$ cat src/hdl/csl_pkg.sv
package csl_pkg;

   // Default widths of the position counter and the length counter
   localparam int POSITION_BITS_DEF = 32;
   localparam int LENGTH_BITS_DEF   = 16;

   // Widths of the result fields
   localparam int KIND_W   = 6;
   localparam int OFFSET_W = 32;
   localparam int TLEN_W   = 16;

   // Bytes kept for keyword matching, and the number of keywords
   localparam int PREFIX_N = 6;
   localparam int KW_N     = 13;

   // Token kinds
   localparam logic [KIND_W-1:0] K_IDENT   = 6'd0;
   localparam logic [KIND_W-1:0] K_INT     = 6'd1;
   localparam logic [KIND_W-1:0] K_CHAR    = 6'd2;
   localparam logic [KIND_W-1:0] K_STRING  = 6'd3;
   localparam logic [KIND_W-1:0] K_KW0     = 6'd4;
   localparam logic [KIND_W-1:0] K_PLUS    = 6'd17;
   localparam logic [KIND_W-1:0] K_MINU    = 6'd18;
   localparam logic [KIND_W-1:0] K_MULT    = 6'd19;
   localparam logic [KIND_W-1:0] K_DIV     = 6'd20;
   localparam logic [KIND_W-1:0] K_LSS     = 6'd21;
   localparam logic [KIND_W-1:0] K_LEQ     = 6'd22;
   localparam logic [KIND_W-1:0] K_GRE     = 6'd23;
   localparam logic [KIND_W-1:0] K_GEQ     = 6'd24;
   localparam logic [KIND_W-1:0] K_EQL     = 6'd25;
   localparam logic [KIND_W-1:0] K_NEQ     = 6'd26;
   localparam logic [KIND_W-1:0] K_ASSIGN  = 6'd27;
   localparam logic [KIND_W-1:0] K_SEMI    = 6'd28;
   localparam logic [KIND_W-1:0] K_COMMA   = 6'd29;
   localparam logic [KIND_W-1:0] K_LPAR    = 6'd30;
   localparam logic [KIND_W-1:0] K_RPAR    = 6'd31;
   localparam logic [KIND_W-1:0] K_LBRK    = 6'd32;
   localparam logic [KIND_W-1:0] K_RBRK    = 6'd33;
   localparam logic [KIND_W-1:0] K_LBRC    = 6'd34;
   localparam logic [KIND_W-1:0] K_RBRC    = 6'd35;
   localparam logic [KIND_W-1:0] K_FINISH  = 6'd36;
   localparam logic [KIND_W-1:0] K_ILLEGAL = 6'd37;

   // Request function codes
   localparam logic FN_BYTE = 1'b0;
   localparam logic FN_END  = 1'b1;

   // Scanner modes
   typedef enum logic [3:0] {
      M_IDLE   = 4'd0,
      M_NUM    = 4'd1,
      M_IDENT  = 4'd2,
      M_LT     = 4'd3,
      M_GT     = 4'd4,
      M_EQ     = 4'd5,
      M_BANG   = 4'd6,
      M_CHARWS = 4'd7,
      M_DROP   = 4'd8,
      M_STRING = 4'd9
   } mode_type;

   typedef logic [PREFIX_N-1:0][7:0] prefix_type;

   // One result token
   typedef struct packed {
      logic [KIND_W-1:0]   kind;
      logic [OFFSET_W-1:0] start;
      logic [TLEN_W-1:0]   length;
      logic                last;
   } tok_type;

   // Tokens handed from the scanner to the output queue in one cycle
   typedef struct packed {
      logic [1:0] n;
      tok_type    t0;
      tok_type    t1;
   } push_type;

   // Keyword text, byte 0 in the low byte, zero padded
   localparam logic [8*PREFIX_N-1:0] KW_TEXT [KW_N] = '{
      48'h007473_6e6f63,  // const
      48'h000000_746e69,  // int
      48'h000072_616863,  // char
      48'h000064_696f76,  // void
      48'h00006e_69616d,  // main
      48'h000000_006669,  // if
      48'h000065_736c65,  // else
      48'h000000_006f64,  // do
      48'h00656c_696877,  // while
      48'h000000_726f66,  // for
      48'h00666e_616373,  // scanf
      48'h66746e_697270,  // printf
      48'h6e7275_746572   // return
   };
   localparam logic [2:0] KW_LEN [KW_N] = '{
      3'd5, 3'd3, 3'd4, 3'd4, 3'd4, 3'd2, 3'd4, 3'd2, 3'd5, 3'd3, 3'd5, 3'd6, 3'd6
   };

   function automatic logic is_space(input logic [7:0] b);
      return (b == 8'd32) || (b >= 8'd9 && b <= 8'd13);
   endfunction

   function automatic logic is_digit(input logic [7:0] b);
      return b >= "0" && b <= "9";
   endfunction

   function automatic logic is_alpha(input logic [7:0] b);
      return (b >= "a" && b <= "z") || (b >= "A" && b <= "Z");
   endfunction

   function automatic logic is_word(input logic [7:0] b);
      return is_alpha(b) || is_digit(b) || b == "_";
   endfunction

   // Bytes allowed inside a string body
   function automatic logic is_str_body(input logic [7:0] b);
      return b == 8'd32 || b == 8'd33 || (b >= 8'd35 && b <= 8'd126);
   endfunction

   // Bytes accepted as a char literal
   function automatic logic is_char_lit(input logic [7:0] b);
      return is_word(b) || b == "+" || b == "-" || b == "*" || b == "/";
   endfunction

   // Kind of a byte that forms a token by itself at a token start
   function automatic logic [KIND_W-1:0] single_kind(input logic [7:0] b);
      logic [KIND_W-1:0] k;
      unique case (b)
         "+":     k = K_PLUS;
         "-":     k = K_MINU;
         "*":     k = K_MULT;
         "/":     k = K_DIV;
         ";":     k = K_SEMI;
         ",":     k = K_COMMA;
         "(":     k = K_LPAR;
         ")":     k = K_RPAR;
         "[":     k = K_LBRK;
         "]":     k = K_RBRK;
         "{":     k = K_LBRC;
         "}":     k = K_RBRC;
         default: k = K_ILLEGAL;
      endcase
      return k;
   endfunction

   // True when a byte at a token start emits a one-byte token at once
   function automatic logic starts_single(input logic [7:0] b);
      return !is_space(b) && !is_digit(b) && !is_alpha(b) && b != "_" &&
             b != "<" && b != ">" && b != "=" && b != "!" &&
             b != "'" && b != "\"";
   endfunction

   // Keyword lookup; plen is meaningful only while ovf is clear
   function automatic logic [KIND_W-1:0] kw_kind(input prefix_type p,
                                                  input logic [2:0] plen,
                                                  input logic       ovf);
      logic [KIND_W-1:0] k;
      k = K_IDENT;
      if (!ovf) begin
         for (int i = 0; i < KW_N; i++) begin
            if (p == KW_TEXT[i] && plen == KW_LEN[i]) begin
               k = K_KW0 + KIND_W'(i);
            end
         end
      end
      return k;
   endfunction

endpackage

$ cat src/hdl/c_subset_lexer.sv
// Streaming lexer for a small C subset.
// Request channel: req_valid/req_stall with req_func (0 = source byte,
// 1 = end of input) and req_char_byte. Response channel: rsp_valid/rsp_stall
// with one token per transfer: rsp_token_kind, rsp_start_offset,
// rsp_token_length, and rsp_last marking the final token caused by a request.
// A request may cause zero, one or two tokens.
// A request is captured in the input register at its accept edge and scanned
// once the token queue has room; its tokens are written into the queue and
// offered from there on rsp_valid. Throughput: one request per cycle while
// the queue has room; the response port moves one token per cycle while
// rsp_stall is low, so requests that yield two tokens take two transfers.
// A four-entry token queue sits between the scanner and the response port;
// req_stall rises when the input register is full and the queue has fewer
// than two free entries, so a stalled receiver backs up into the request side
// without losing tokens.
// Reset clears the scanner to idle, positions and lengths to zero, and
// empties the queue; the block accepts requests once reset is released.
module c_subset_lexer #(
   parameter int POSITION_BITS = csl_pkg::POSITION_BITS_DEF,
   parameter int LENGTH_BITS   = csl_pkg::LENGTH_BITS_DEF
) (
   input  logic        clock,
   input  logic        reset,
   input  logic        req_valid,
   output logic        req_stall,
   input  logic        req_func,
   input  logic [7:0]  req_char_byte,
   output logic        rsp_valid,
   input  logic        rsp_stall,
   output logic [5:0]  rsp_token_kind,
   output logic [31:0] rsp_start_offset,
   output logic [15:0] rsp_token_length,
   output logic        rsp_last
);

   csl_pkg::push_type push;
   csl_pkg::tok_type  head;
   logic              room;

   // Scanner: input register, state and token step
   csl_scan #(
      .POSITION_BITS(POSITION_BITS),
      .LENGTH_BITS  (LENGTH_BITS)
   ) u_scan (
      .clock        (clock),
      .reset        (reset),
      .req_valid    (req_valid),
      .req_stall    (req_stall),
      .req_func     (req_func),
      .req_char_byte(req_char_byte),
      .room         (room),
      .push         (push)
   );

   // Token queue toward the response port
   csl_tokq u_tokq (
      .clock    (clock),
      .reset    (reset),
      .push     (push),
      .room     (room),
      .rsp_valid(rsp_valid),
      .rsp_stall(rsp_stall),
      .head     (head)
   );

   assign rsp_token_kind   = head.kind;
   assign rsp_start_offset = head.start;
   assign rsp_token_length = head.length;
   assign rsp_last         = head.last;

endmodule

$ cat src/hdl/csl_scan.sv
// Input register, scanner state and the per-byte lexing step
module csl_scan #(
   parameter int POSITION_BITS = csl_pkg::POSITION_BITS_DEF,
   parameter int LENGTH_BITS   = csl_pkg::LENGTH_BITS_DEF
) (
   input  logic              clock,
   input  logic              reset,
   input  logic              req_valid,
   output logic              req_stall,
   input  logic              req_func,
   input  logic [7:0]        req_char_byte,
   input  logic              room,
   output csl_pkg::push_type push
);

   localparam int KW = csl_pkg::KIND_W;

   // Input register
   logic       in_valid_ff, in_valid_in;
   logic       in_func_ff;
   logic [7:0] in_byte_ff;

   // Scanner state
   csl_pkg::mode_type          mode_ff, mode_in;
   logic [POSITION_BITS-1:0]   pos_ff, pos_in;
   logic [POSITION_BITS-1:0]   tstart_ff, tstart_in;
   logic [LENGTH_BITS-1:0]     len_ff, len_in;
   csl_pkg::prefix_type        prefix_ff, prefix_in;
   logic                       ovf_ff, ovf_in;

   logic                       fire, accept;
   logic [7:0]                 b;
   logic                       pending, terminated, restart;
   logic [KW-1:0]              close_kind;
   logic [LENGTH_BITS-1:0]     close_len;
   logic [LENGTH_BITS-1:0]     len_grow;

   // Raw tokens of this step
   logic                       e0_v, e1_v;
   logic [KW-1:0]              e0_kind, e1_kind;
   logic [POSITION_BITS-1:0]   e0_start, e1_start;
   logic [LENGTH_BITS-1:0]     e0_len, e1_len;
   csl_pkg::tok_type           tk0, tk1;

   assign fire      = in_valid_ff && room;
   assign req_stall = in_valid_ff && !room;
   assign accept    = req_valid && !req_stall;
   assign b         = in_byte_ff;
   assign len_grow  = (len_ff == '1) ? len_ff : len_ff + 1'b1;

   // Input register
   always_comb begin
      in_valid_in = in_valid_ff;
      if (accept) begin
         in_valid_in = 1'b1;
      end else if (fire) begin
         in_valid_in = 1'b0;
      end
   end

   always_ff @(posedge clock) begin
      if (reset) begin
         in_valid_ff <= 1'b0;
      end else begin
         in_valid_ff <= in_valid_in;
      end
      if (accept) begin
         in_func_ff <= req_func;
         in_byte_ff <= req_char_byte;
      end
   end

   // Pending token and whether this byte ends it
   always_comb begin
      pending    = 1'b0;
      terminated = 1'b0;
      close_kind = csl_pkg::K_ILLEGAL;
      close_len  = LENGTH_BITS'(1);
      unique case (mode_ff)
         csl_pkg::M_NUM: begin
            pending    = 1'b1;
            terminated = !csl_pkg::is_digit(b);
            close_kind = csl_pkg::K_INT;
            close_len  = len_ff;
         end
         csl_pkg::M_IDENT: begin
            pending    = 1'b1;
            terminated = !csl_pkg::is_word(b);
            close_kind = csl_pkg::kw_kind(prefix_ff, len_ff[2:0], ovf_ff);
            close_len  = len_ff;
         end
         csl_pkg::M_LT: begin
            pending    = 1'b1;
            terminated = b != "=";
            close_kind = csl_pkg::K_LSS;
         end
         csl_pkg::M_GT: begin
            pending    = 1'b1;
            terminated = b != "=";
            close_kind = csl_pkg::K_GRE;
         end
         csl_pkg::M_EQ: begin
            pending    = 1'b1;
            terminated = b != "=";
            close_kind = csl_pkg::K_ASSIGN;
         end
         csl_pkg::M_BANG: begin
            pending    = 1'b1;
            terminated = b != "=";
            close_kind = csl_pkg::K_ILLEGAL;
         end
         default: begin
         end
      endcase
   end

   // A fresh token start is scanned from this byte
   assign restart = (in_func_ff == csl_pkg::FN_BYTE) &&
                    (mode_ff == csl_pkg::M_IDLE || terminated);

   // Next state
   always_comb begin
      mode_in   = mode_ff;
      pos_in    = pos_ff;
      tstart_in = tstart_ff;
      len_in    = len_ff;
      prefix_in = prefix_ff;
      ovf_in    = ovf_ff;
      if (fire) begin
         if (in_func_ff == csl_pkg::FN_END) begin
            mode_in = csl_pkg::M_IDLE;
         end else begin
            pos_in = pos_ff + 1'b1;
            unique case (mode_ff)
               csl_pkg::M_NUM: begin
                  if (!terminated) len_in = len_grow;
               end
               csl_pkg::M_IDENT: begin
                  if (!terminated) begin
                     if (len_ff < LENGTH_BITS'(csl_pkg::PREFIX_N)) begin
                        prefix_in[len_ff[2:0]] = b;
                     end else begin
                        ovf_in = 1'b1;
                     end
                     len_in = len_grow;
                  end
               end
               csl_pkg::M_LT, csl_pkg::M_GT, csl_pkg::M_EQ, csl_pkg::M_BANG: begin
                  if (!terminated) mode_in = csl_pkg::M_IDLE;
               end
               csl_pkg::M_CHARWS: begin
                  if (!csl_pkg::is_space(b)) mode_in = csl_pkg::M_DROP;
               end
               csl_pkg::M_DROP: begin
                  mode_in = csl_pkg::M_IDLE;
               end
               csl_pkg::M_STRING: begin
                  if (b == "\"") begin
                     mode_in = csl_pkg::M_IDLE;
                  end else if (csl_pkg::is_str_body(b)) begin
                     len_in = len_grow;
                  end else begin
                     mode_in = csl_pkg::M_DROP;
                  end
               end
               default: begin
               end
            endcase
            // Fresh start overrides whatever the pending mode did
            if (restart) begin
               mode_in = csl_pkg::M_IDLE;
               if (!csl_pkg::is_space(b)) tstart_in = pos_ff;
               priority if (csl_pkg::is_space(b)) begin
                  mode_in = csl_pkg::M_IDLE;
               end else if (csl_pkg::is_digit(b)) begin
                  mode_in = csl_pkg::M_NUM;
                  len_in  = LENGTH_BITS'(1);
               end else if (csl_pkg::is_alpha(b) || b == "_") begin
                  mode_in      = csl_pkg::M_IDENT;
                  len_in       = LENGTH_BITS'(1);
                  prefix_in    = '0;
                  prefix_in[0] = b;
                  ovf_in       = 1'b0;
               end else if (b == "<") begin
                  mode_in = csl_pkg::M_LT;
               end else if (b == ">") begin
                  mode_in = csl_pkg::M_GT;
               end else if (b == "=") begin
                  mode_in = csl_pkg::M_EQ;
               end else if (b == "!") begin
                  mode_in = csl_pkg::M_BANG;
               end else if (b == "'") begin
                  mode_in = csl_pkg::M_CHARWS;
               end else if (b == "\"") begin
                  mode_in   = csl_pkg::M_STRING;
                  tstart_in = pos_ff + 1'b1;
                  len_in    = '0;
               end else begin
                  mode_in = csl_pkg::M_IDLE;
               end
            end
         end
      end
   end

   always_ff @(posedge clock) begin
      if (reset) begin
         mode_ff   <= csl_pkg::M_IDLE;
         pos_ff    <= '0;
         tstart_ff <= '0;
         len_ff    <= '0;
         prefix_ff <= '0;
         ovf_ff    <= 1'b0;
      end else begin
         mode_ff   <= mode_in;
         pos_ff    <= pos_in;
         tstart_ff <= tstart_in;
         len_ff    <= len_in;
         prefix_ff <= prefix_in;
         ovf_ff    <= ovf_in;
      end
   end

   // Tokens of this step: e0 closes or finishes something, e1 is the tail
   always_comb begin
      e0_v     = 1'b0;
      e0_kind  = csl_pkg::K_ILLEGAL;
      e0_start = pos_ff;
      e0_len   = LENGTH_BITS'(1);
      e1_v     = 1'b0;
      e1_kind  = csl_pkg::K_ILLEGAL;
      e1_start = pos_ff;
      e1_len   = LENGTH_BITS'(1);
      if (in_func_ff == csl_pkg::FN_END) begin
         if (mode_ff == csl_pkg::M_CHARWS || mode_ff == csl_pkg::M_STRING) begin
            e0_v   = 1'b1;
            e0_len = '0;
         end else if (pending) begin
            e0_v     = 1'b1;
            e0_kind  = close_kind;
            e0_start = tstart_ff;
            e0_len   = close_len;
         end
         e1_v    = 1'b1;
         e1_kind = csl_pkg::K_FINISH;
         e1_len  = '0;
      end else begin
         unique case (mode_ff)
            csl_pkg::M_NUM, csl_pkg::M_IDENT: begin
               if (terminated) begin
                  e0_v     = 1'b1;
                  e0_kind  = close_kind;
                  e0_start = tstart_ff;
                  e0_len   = close_len;
               end
            end
            csl_pkg::M_LT, csl_pkg::M_GT, csl_pkg::M_EQ, csl_pkg::M_BANG: begin
               e0_v     = 1'b1;
               e0_start = tstart_ff;
               if (terminated) begin
                  e0_kind = close_kind;
               end else begin
                  e0_len = LENGTH_BITS'(2);
                  unique case (mode_ff)
                     csl_pkg::M_LT: e0_kind = csl_pkg::K_LEQ;
                     csl_pkg::M_GT: e0_kind = csl_pkg::K_GEQ;
                     csl_pkg::M_EQ: e0_kind = csl_pkg::K_EQL;
                     default:       e0_kind = csl_pkg::K_NEQ;
                  endcase
               end
            end
            csl_pkg::M_CHARWS: begin
               if (!csl_pkg::is_space(b)) begin
                  e0_v    = 1'b1;
                  e0_kind = csl_pkg::is_char_lit(b) ? csl_pkg::K_CHAR : csl_pkg::K_ILLEGAL;
               end
            end
            csl_pkg::M_STRING: begin
               if (b == "\"") begin
                  e0_v     = 1'b1;
                  e0_kind  = csl_pkg::K_STRING;
                  e0_start = tstart_ff;
                  e0_len   = len_ff;
               end else if (!csl_pkg::is_str_body(b)) begin
                  e0_v = 1'b1;
               end
            end
            default: begin
            end
         endcase
         if (restart && csl_pkg::starts_single(b)) begin
            e1_v    = 1'b1;
            e1_kind = csl_pkg::single_kind(b);
         end
      end
   end

   // Pack into result format: offset wraps at 32 bits, length saturates
   function automatic csl_pkg::tok_type make_tok(input logic [KW-1:0] k,
                                                 input logic [POSITION_BITS-1:0] s,
                                                 input logic [LENGTH_BITS-1:0] l,
                                                 input logic lst);
      csl_pkg::tok_type t;
      logic [63:0]      s_wide;
      logic [31:0]      l_wide;
      s_wide   = 64'(s);
      l_wide   = 32'(l);
      t.kind   = k;
      t.start  = s_wide[csl_pkg::OFFSET_W-1:0];
      t.length = (l_wide > 32'h0000_FFFF) ? '1 : l_wide[csl_pkg::TLEN_W-1:0];
      t.last   = lst;
      return t;
   endfunction

   always_comb begin
      tk0 = make_tok(e0_kind, e0_start, e0_len, !e1_v);
      tk1 = make_tok(e1_kind, e1_start, e1_len, 1'b1);
      push.t0 = e0_v ? tk0 : tk1;
      push.t1 = tk1;
      push.n  = fire ? (2'(e0_v) + 2'(e1_v)) : 2'd0;
   end

   // An end of input always ends with a finish token
   assert property (@(posedge clock) disable iff (reset)
      fire && in_func_ff == csl_pkg::FN_END |->
         push.n != 2'd0 && push.t1.kind == csl_pkg::K_FINISH)
      else $error("end of input did not end in finish");

   // Nothing is pushed unless the queue has room
   assert property (@(posedge clock) disable iff (reset)
      push.n != 2'd0 |-> room)
      else $error("push without queue room");

   // The scanner is idle after an end of input
   assert property (@(posedge clock) disable iff (reset)
      fire && in_func_ff == csl_pkg::FN_END |=> mode_ff == csl_pkg::M_IDLE)
      else $error("scanner not idle after end of input");

endmodule

$ cat src/hdl/csl_tokq.sv
// Four-entry token queue: takes up to two tokens a cycle, gives one while rsp_stall is low
module csl_tokq (
   input  logic              clock,
   input  logic              reset,
   input  csl_pkg::push_type push,
   output logic              room,
   output logic              rsp_valid,
   input  logic              rsp_stall,
   output csl_pkg::tok_type  head
);

   csl_pkg::tok_type mem_ff [4];
   logic [1:0]       wr_ptr_ff, wr_ptr_in;
   logic [1:0]       rd_ptr_ff, rd_ptr_in;
   logic [2:0]       cnt_ff, cnt_in;
   logic             pop;
   logic [1:0]       wr_ptr_nx;

   assign rsp_valid = cnt_ff != 3'd0;
   assign room      = cnt_ff <= 3'd2;
   assign pop       = rsp_valid && !rsp_stall;
   assign head      = mem_ff[rd_ptr_ff];
   assign wr_ptr_nx = wr_ptr_ff + 2'd1;

   // Pointer and count update
   always_comb begin
      wr_ptr_in = wr_ptr_ff + push.n;
      rd_ptr_in = rd_ptr_ff + 2'(pop);
      cnt_in    = cnt_ff + 3'(push.n) - 3'(pop);
   end

   always_ff @(posedge clock) begin
      if (reset) begin
         wr_ptr_ff <= '0;
         rd_ptr_ff <= '0;
         cnt_ff    <= '0;
      end else begin
         wr_ptr_ff <= wr_ptr_in;
         rd_ptr_ff <= rd_ptr_in;
         cnt_ff    <= cnt_in;
      end
   end

   // Entry writes
   always_ff @(posedge clock) begin
      if (push.n != 2'd0) begin
         mem_ff[wr_ptr_ff] <= push.t0;
      end
      if (push.n == 2'd2) begin
         mem_ff[wr_ptr_nx] <= push.t1;
      end
   end

   // Occupancy stays within the four entries
   assert property (@(posedge clock) disable iff (reset)
      cnt_ff <= 3'd4)
      else $error("token queue over capacity");

   // A push never overruns the queue
   assert property (@(posedge clock) disable iff (reset)
      push.n != 2'd0 |-> 4'(cnt_ff) + 4'(push.n) <= 4'd4)
      else $error("token queue overrun");

   // An empty queue with no push stays empty
   assert property (@(posedge clock) disable iff (reset)
      cnt_ff == 3'd0 && push.n == 2'd0 |=> cnt_ff == 3'd0)
      else $error("token queue count moved without a push");

endmodule

$ cat config.mk
export PLATFORM = sky130hd
export DESIGN_NAME = c_subset_lexer
export DESIGN_NICKNAME = d
export VERILOG_FILES = /design/src/hdl/csl_pkg.sv /design/src/hdl/c_subset_lexer.sv /design/src/hdl/csl_scan.sv /design/src/hdl/csl_tokq.sv
export SDC_FILE = /design/constraint.sdc
export NUM_CORES = 1
export LEC_CHECK = 0
export BUFFER_PORTS_ARGS = -buffer_cell sky130_fd_sc_hd__clkbuf_2
export CAP_MARGIN = 5
export CORE_MARGIN = 2
export CORE_UTILIZATION = 63
export CTS_CLUSTER_SIZE = 30
export DETAILED_ROUTE_END_ITERATION = 8
export MAX_ROUTING_LAYER = met4
export PLACE_DENSITY = 0.81
export SETUP_SLACK_MARGIN = 0.15
export SLEW_MARGIN = 20
export SYNTH_ARGS = -nofsm -noshare
export SYNTH_HDL_FRONTEND = slang
export SYNTH_SLANG_ARGS = --single-unit
$ cat constraint.sdc
create_clock -name clock -period 6.3 [get_ports clock]
set_clock_uncertainty 0.15 [all_clocks]
set_input_delay 0.315 -clock clock [delete_from_list [all_inputs] [get_ports clock]]
set_output_delay 0.315 -clock clock [all_outputs]
set_load 0.02 [all_outputs]
* Yosys cells after proc, flatten, opt, wreduce, memory -nomap -nowiden
Memories as Yosys holds them, arrays and structs flattened. A register that Yosys moved wholly into a read port is not among the register bits.
Index checks and enable logic that the tools add are counted.
** Storage, ports and cells
- Memories kept :: 1
- ROM bits :: 0
- Bits in registers :: 150
- Memory bits (writable) :: 220
- Latch bits :: 0
** Memories
- u_tokq.mem_ff :: depth 4, width 55, read ports 1, clocked after Yosys merged registers in 1, wr ports 2, RTL line csl_tokq.sv:12 : csl_pkg::tok_type mem_ff [4];
** Operators by class
- Muxes and demuxes :: 122
- Divide/modulo/power cells :: 0
- Add/subtract/negate cells :: 8
- Equal/unequal tests :: 59
- Shifts and indexed selects :: 0
- Bitwise gates (word level) :: 1
- $mul :: 0
- Magnitude comparators :: 14
- Reduce and logical (&&, ||, !) cells :: 66
** Operator list (number)
- 32-bit 2-to-1 mux :: 15
- 48-bit 2-to-1 mux :: 7
- 16-bit 2-to-1 mux :: 20
- 48-bit by 31-bit == test with 1-bit output, second input constant :: 4
- 48-bit by 39-bit == test with 1-bit output, second input constant :: 3
- 8-bit by 6-bit == test with 1-bit output, second input constant :: 15
- 48-bit by 15-bit == test with 1-bit output, second input constant :: 2
- 48-bit by 23-bit == test with 1-bit output, second input constant :: 2
- 48-bit by 47-bit == test with 1-bit output, second input constant :: 2
- 32-bit case mux with 3 select lines :: 1
- 4-bit 2-to-1 mux :: 23
- 6-bit case mux with 12 select lines :: 1
- 6-bit 2-to-1 mux :: 11
- 55-bit 2-to-1 mux :: 1
- 48-bit bitwise mux :: 1
- 8-bit by 6-bit inequality test with 1-bit output, second input constant :: 6
- 16-bit case mux with 3 select lines :: 1
- 8-bit by 7-bit == test with 1-bit output, second input constant :: 5
- 1-bit logical AND :: 34
- 32-bit by 1-bit adder with 32-bit output, second input constant :: 1
- 16-bit case mux with 2 select lines :: 1
- 6-bit case mux with 5 select lines :: 1
- 8-bit demux with 3-bit select :: 1
- 8-bit by 7-bit less-or-equal comparator with 1-bit output, second input constant :: 3
- 51 further kinds :: 109

* Depth between registers and ports, before layout
- Depth after elaboration :: 21
- Mapped depth :: 19

* Modules after synthesis
Synthesis repeated with hierarchy kept, for this count alone.
** Unflattened totals
- Cell total of the unflattened synthesis :: 1733
- Area, all modules :: 20176.9 um^2
** Modules (own cells, without submodules)
- csl_tokq :: area an instance 10979.3 um^2, instances 1, cells an instance 581
- csl_scan :: area an instance 9197.6 um^2, instances 1, cells an instance 1152

* Worst setup path after synthesis
No wires, ideal clock.
- Kind :: register to register
- Start point :: register u_scan.in_byte_ff[6] (netlist: u_scan.b[6])
- End point :: memory u_tokq.mem_ff[0][17] in the netlist's numbering, enable pin
- Stages on the path, launching flop included :: 17
- Setup time :: 0.394 ns
- Setup slack :: 1.113 ns
- Arrival time :: 4.642 ns
- Buffers on the path :: 3
- Path through :: edfxtp_1 -> buf_6 -> or4b_4 -> a211oi_4 -> nor2_2 -> a221o_1 -> or3_4 -> nand2_8 -> inv_6 -> buf_6 -> ha_1 -> clkbuf_1 -> and3_1 -> nor2b_1 -> nor3_1 -> nor2_1 -> inv_1
** RTL lines
- from (decl) :: RTL line csl_scan.sv:21 : logic [7:0] in_byte_ff;
- from (signal assigned) :: RTL line csl_scan.sv:69 : in_byte_ff <= req_char_byte;
- to (decl) :: RTL line csl_tokq.sv:12

==> impl_metrics.toml <==
[timing]
slew_viol_final = 0
min_period_ns = 5.562
final-hold-violation-count = 0
slew_headroom_pct = 25.09
setup_tns_ns = 0
holdWs_ns = 0.1884
setup_violations = 0
post-route-period-util_pct = 88.29
rsz0062_at_grt = "false"
tightest_slew_ns = 1.120
clock.fmax_mhz = 179.8

[pwr]
power.internal_mw = 4.233
switchingPower_mw = 1.663
clkPwrFrac_pct = 38.1
pwr-share-seq_pct = 44.8
swShare_pct = 28.21
pwr-share-comb_pct = 17.0
vdd_drop_max_uv = 239.7
p_total_mw = 5.897
power_density_mw_per_mm2 = 275.4
leakagePower_nw = 7.111

[clock_network]
htreeDepth = 2
path_clk_slew_ns = 0.06
insertion_delay_ns = 0.54
postCtsResizedCells = 0
cts_sinks = 370
cts_tree = "done"
clk_path_buf_depth = 3
cts_root_buffer = "clkbuf_16"
cts_inserted_buffers = 39
cts_setup_buffers = 0
holdBufCountCts = 10

[synth]
syn_nets = 2044
syn_area_per_cell_um2 = 9.723
synth_top_area_share_pct = 25.25
synth_edf_count = 165
syn_inst = 2018
syn_area_mm2 = 0.01962
yosys.area.top_type = "edfxtp_1"
yosysUniqueCellTypes = 96
ys.flop_type = "dfxtp_1"
ys_async_sr_fraction_pct = 0
seq_area_frac_synth_pct = 46.17
ys_top_cells_by_area = "edfxtp_1, dfxtp_1, mux4_2"
synth_warnings = 0
synth-seq-cells = 370

[route]
first_pass_iters = 6
viasPerCell = 7.158
first_iter_violations = 2595
routed.top_layer = "met4"
routed_wl_um = 60130
met2_wirelength_um = 26460
vias = 17308
ant_nets = 0
drc = 0
met3_length_um = 7874
met1Wirelength_um = 23440
wl_per_cell_um = 24.87

[placed_design]
place_congestion = 0.9715
numPortBuffers = 69
dpl.hpwl_um = 38750

[grt]
antenna_found_initial = 0
overflow = 0
grt_pass1_wl_um = 92600
grt_use_total_pct = 37.00
first_global_vias = 16206
grt_max_degree = 60

[die]
die_w_um = 180.5
start_util_pct = 63.98
die_y_um = 180.5
die_area_mm2 = 0.03257
core_region_area_mm2 = 0.03067
io_pins = 70
rows = 64

[finish]
drive_gt1_share_pct = 13.85
nets = 2019
utilization_pct = 69.81
diodes = 0
num-fill-cells = 2254
synthToLayoutAreaGrowth_pct = 9.125

[critical_path]
path_common_cell = "buf_4"
cp_top_family = "simple AND/OR/NAND/NOR gates"
crit_required_ns = 6.57
crit_slowest_cell = "edfxtp_1"
critPathMaxFanout = 22
arrival_ns = 5.83
r2r_setup_slack_ns = 0.74
timing.rr.start = "u_scan.b[3]$_DFFE_PP_"
rr_worst_depth = 17
cpPeakStageDelay_ns = 0.77
critPathBufInv = 5
r2r_end = "u_tokq.mem_ff[3][0]$_SDFFE_PP1P_"
worstSetupStartpointType = "flop"
critical_path_class = "flop to flop"
endpoint_kind = "flop"
cp_cell_sequence = "or4b_4, a211oi_4, nor2_2, a221o_1, or3_4, nand2_8, inv_6, ha_1, and3_1, nor2b_1, nor2_1, buf_4, nor2_1, buf_4, clkinv_1, buf_4, o22a_1"

[hold_path]
worstHoldPathType = "input port to flop"
min_to = "u_scan.e1_start[0]$_SDFFE_PP0P_"
worstHoldStart = "reset"
whs_path_depth = 2

[status]
run_status = "finished, final reports clean"

[flow_run]
cap_violations = 0
[layout by cell type (no fill, tap or decap), drive strengths merged, types with 30 or more instances in the layout]
cell	n
nor4	30
a32o	67
mux2i	55
clkbuf	125
dfxtp	205
buf	45
nand2	244
o21ai	180
edfxtp	165
nand3	52
nor3	37
and3	31
inv	32
a21oi	102
nor2	159
mux4	55
[metal layers]
metal | global-route usage, % | up-vias
li1 | - | 7570
met1 | 50.77 | 8237
met2 | 53.94 | 1305
met3 | 8.084 | 196
met4 | 14.32 | 0
met5 | - | -
[power groups by stage]
stage	registers [mW]	logic (mW)	clock network (mW)
6_report	2.64	1.00	2.25
5_1_grt	2.65	1.05	2.34
4_1_cts	2.64	0.993	2.25
3_5_place_dp	2.69	0.984	0
3_3_place_gp	2.69	0.971	0
2_1_floorplan	2.64	0.724	0
[logic make-up (layout without fill, tap and decap cells)]
kind of cell               Yosys count  in the layout  synth area share (%)
buffers and inverters              223            227                 4.732
xor gates and xnor gates            30             30                 1.339
muxes                              111            111                 9.176
and+or+nand+nor                    719            719                 18.65
adders and majority gates           13             13                0.8672
AOI/OAI and AO/OA                  552            552                 19.07
DFF                                370            370                 46.17
[layout make-up]
type                            count  area, µm²  share of cell area (%)
Clock inverter                     13      75.07                  0.3506
Inverter                           34      132.6                  0.6194
Multi-Input combinational cell   1425       9706                   45.33
Clock buffer                       57       1164                   5.434
Sequential cell                   370       9064                   42.33
Tap cell                          396      495.5                   2.314
Timing Repair Buffer              123      775.7                   3.623
[synthesized netlist by cell type (11+ instances only)]
library cell,n
nand2_1,240
dfxtp_1,205
o21ai_0,171
edfxtp_1,165
nor2_1,158
clkbuf_1,138
a21oi_1,102
a32o_1,67
mux2i_1,55
mux4_2,55
nand3_1,50
nor3_1,35
inv_1,32
and3_1,31
nor4_1,28
o22ai_1,28
or3_1,25
nand4_1,23
buf_2,20
buf_1,19
nor2b_1,18
a31oi_1,17
a211oi_1,16
a22oi_1,16
xnor2_1,16
a221oi_1,15
o211ai_1,14
xor2_1,14
ha_1,12
nand2b_1,12
nor4bb_1,12
and2_1,11
o221ai_1,11
[worst register-to-register path: cells and delay by family, from the launching register on]
family | cells | cell delay, ns
AOI/OAI and AO/OA | 3 | 0.95
buffers and inverters | 5 | 1.04
adders and majority gates | 1 | 0.44
and+or+nand+nor | 8 | 2.09
DFF | 1 | 0.77
[through the flow]
step | instance area (µm²) | instances | setup WS, ns
after detailed placement | 20070 | 2338 | 0.8291
final | 21410 | 2418 | 0.7377
after global placement | 20070 | 2338 | 0.9769
after floorplan | 19620 | 2018 | 1.113
after global routing | 21410 | 2418 | 0.4771
after CTS | 21410 | 2418 | 0.8196
[flip-flops by register name (all words and copies together) (netlist names)]
name and flops:
u_scan.ovf_ff 1, u_scan.in_valid_ff 1, u_scan.mode_ff 4, u_scan.len_ff 16, u_scan.e1_start 32, u_tokq.wr_ptr_ff 2, u_scan.b 8, u_scan.tstart_ff 32
u_tokq.rd_ptr_ff 2, u_scan.in_func_ff 1, u_scan.prefix_ff 48, u_tokq.cnt_ff 3, u_tokq.mem_ff 220
[worst max path at each step]
stage	startpoint	to	slack, ns	cells after the start
floorplan	u_scan.b[6]$_DFFE_PP_	u_tokq.mem_ff[0][17]$_DFFE_PP_	1.11	16
global placement	u_scan.b[3]$_DFFE_PP_	u_tokq.mem_ff[3][0]$_SDFFE_PP1P_	0.98	17
detailed placement	u_scan.b[3]$_DFFE_PP_	u_tokq.mem_ff[3][0]$_SDFFE_PP1P_	0.83	17
CTS	u_scan.b[3]$_DFFE_PP_	u_tokq.mem_ff[3][0]$_SDFFE_PP1P_	0.82	17
global route	u_scan.b[3]$_DFFE_PP_	u_tokq.mem_ff[3][0]$_SDFFE_PP1P_	0.48	17
finish	u_scan.b[3]$_DFFE_PP_	u_tokq.mem_ff[3][0]$_SDFFE_PP1P_	0.74	17
No activity file was read; power rests on OpenSTA's default activity.
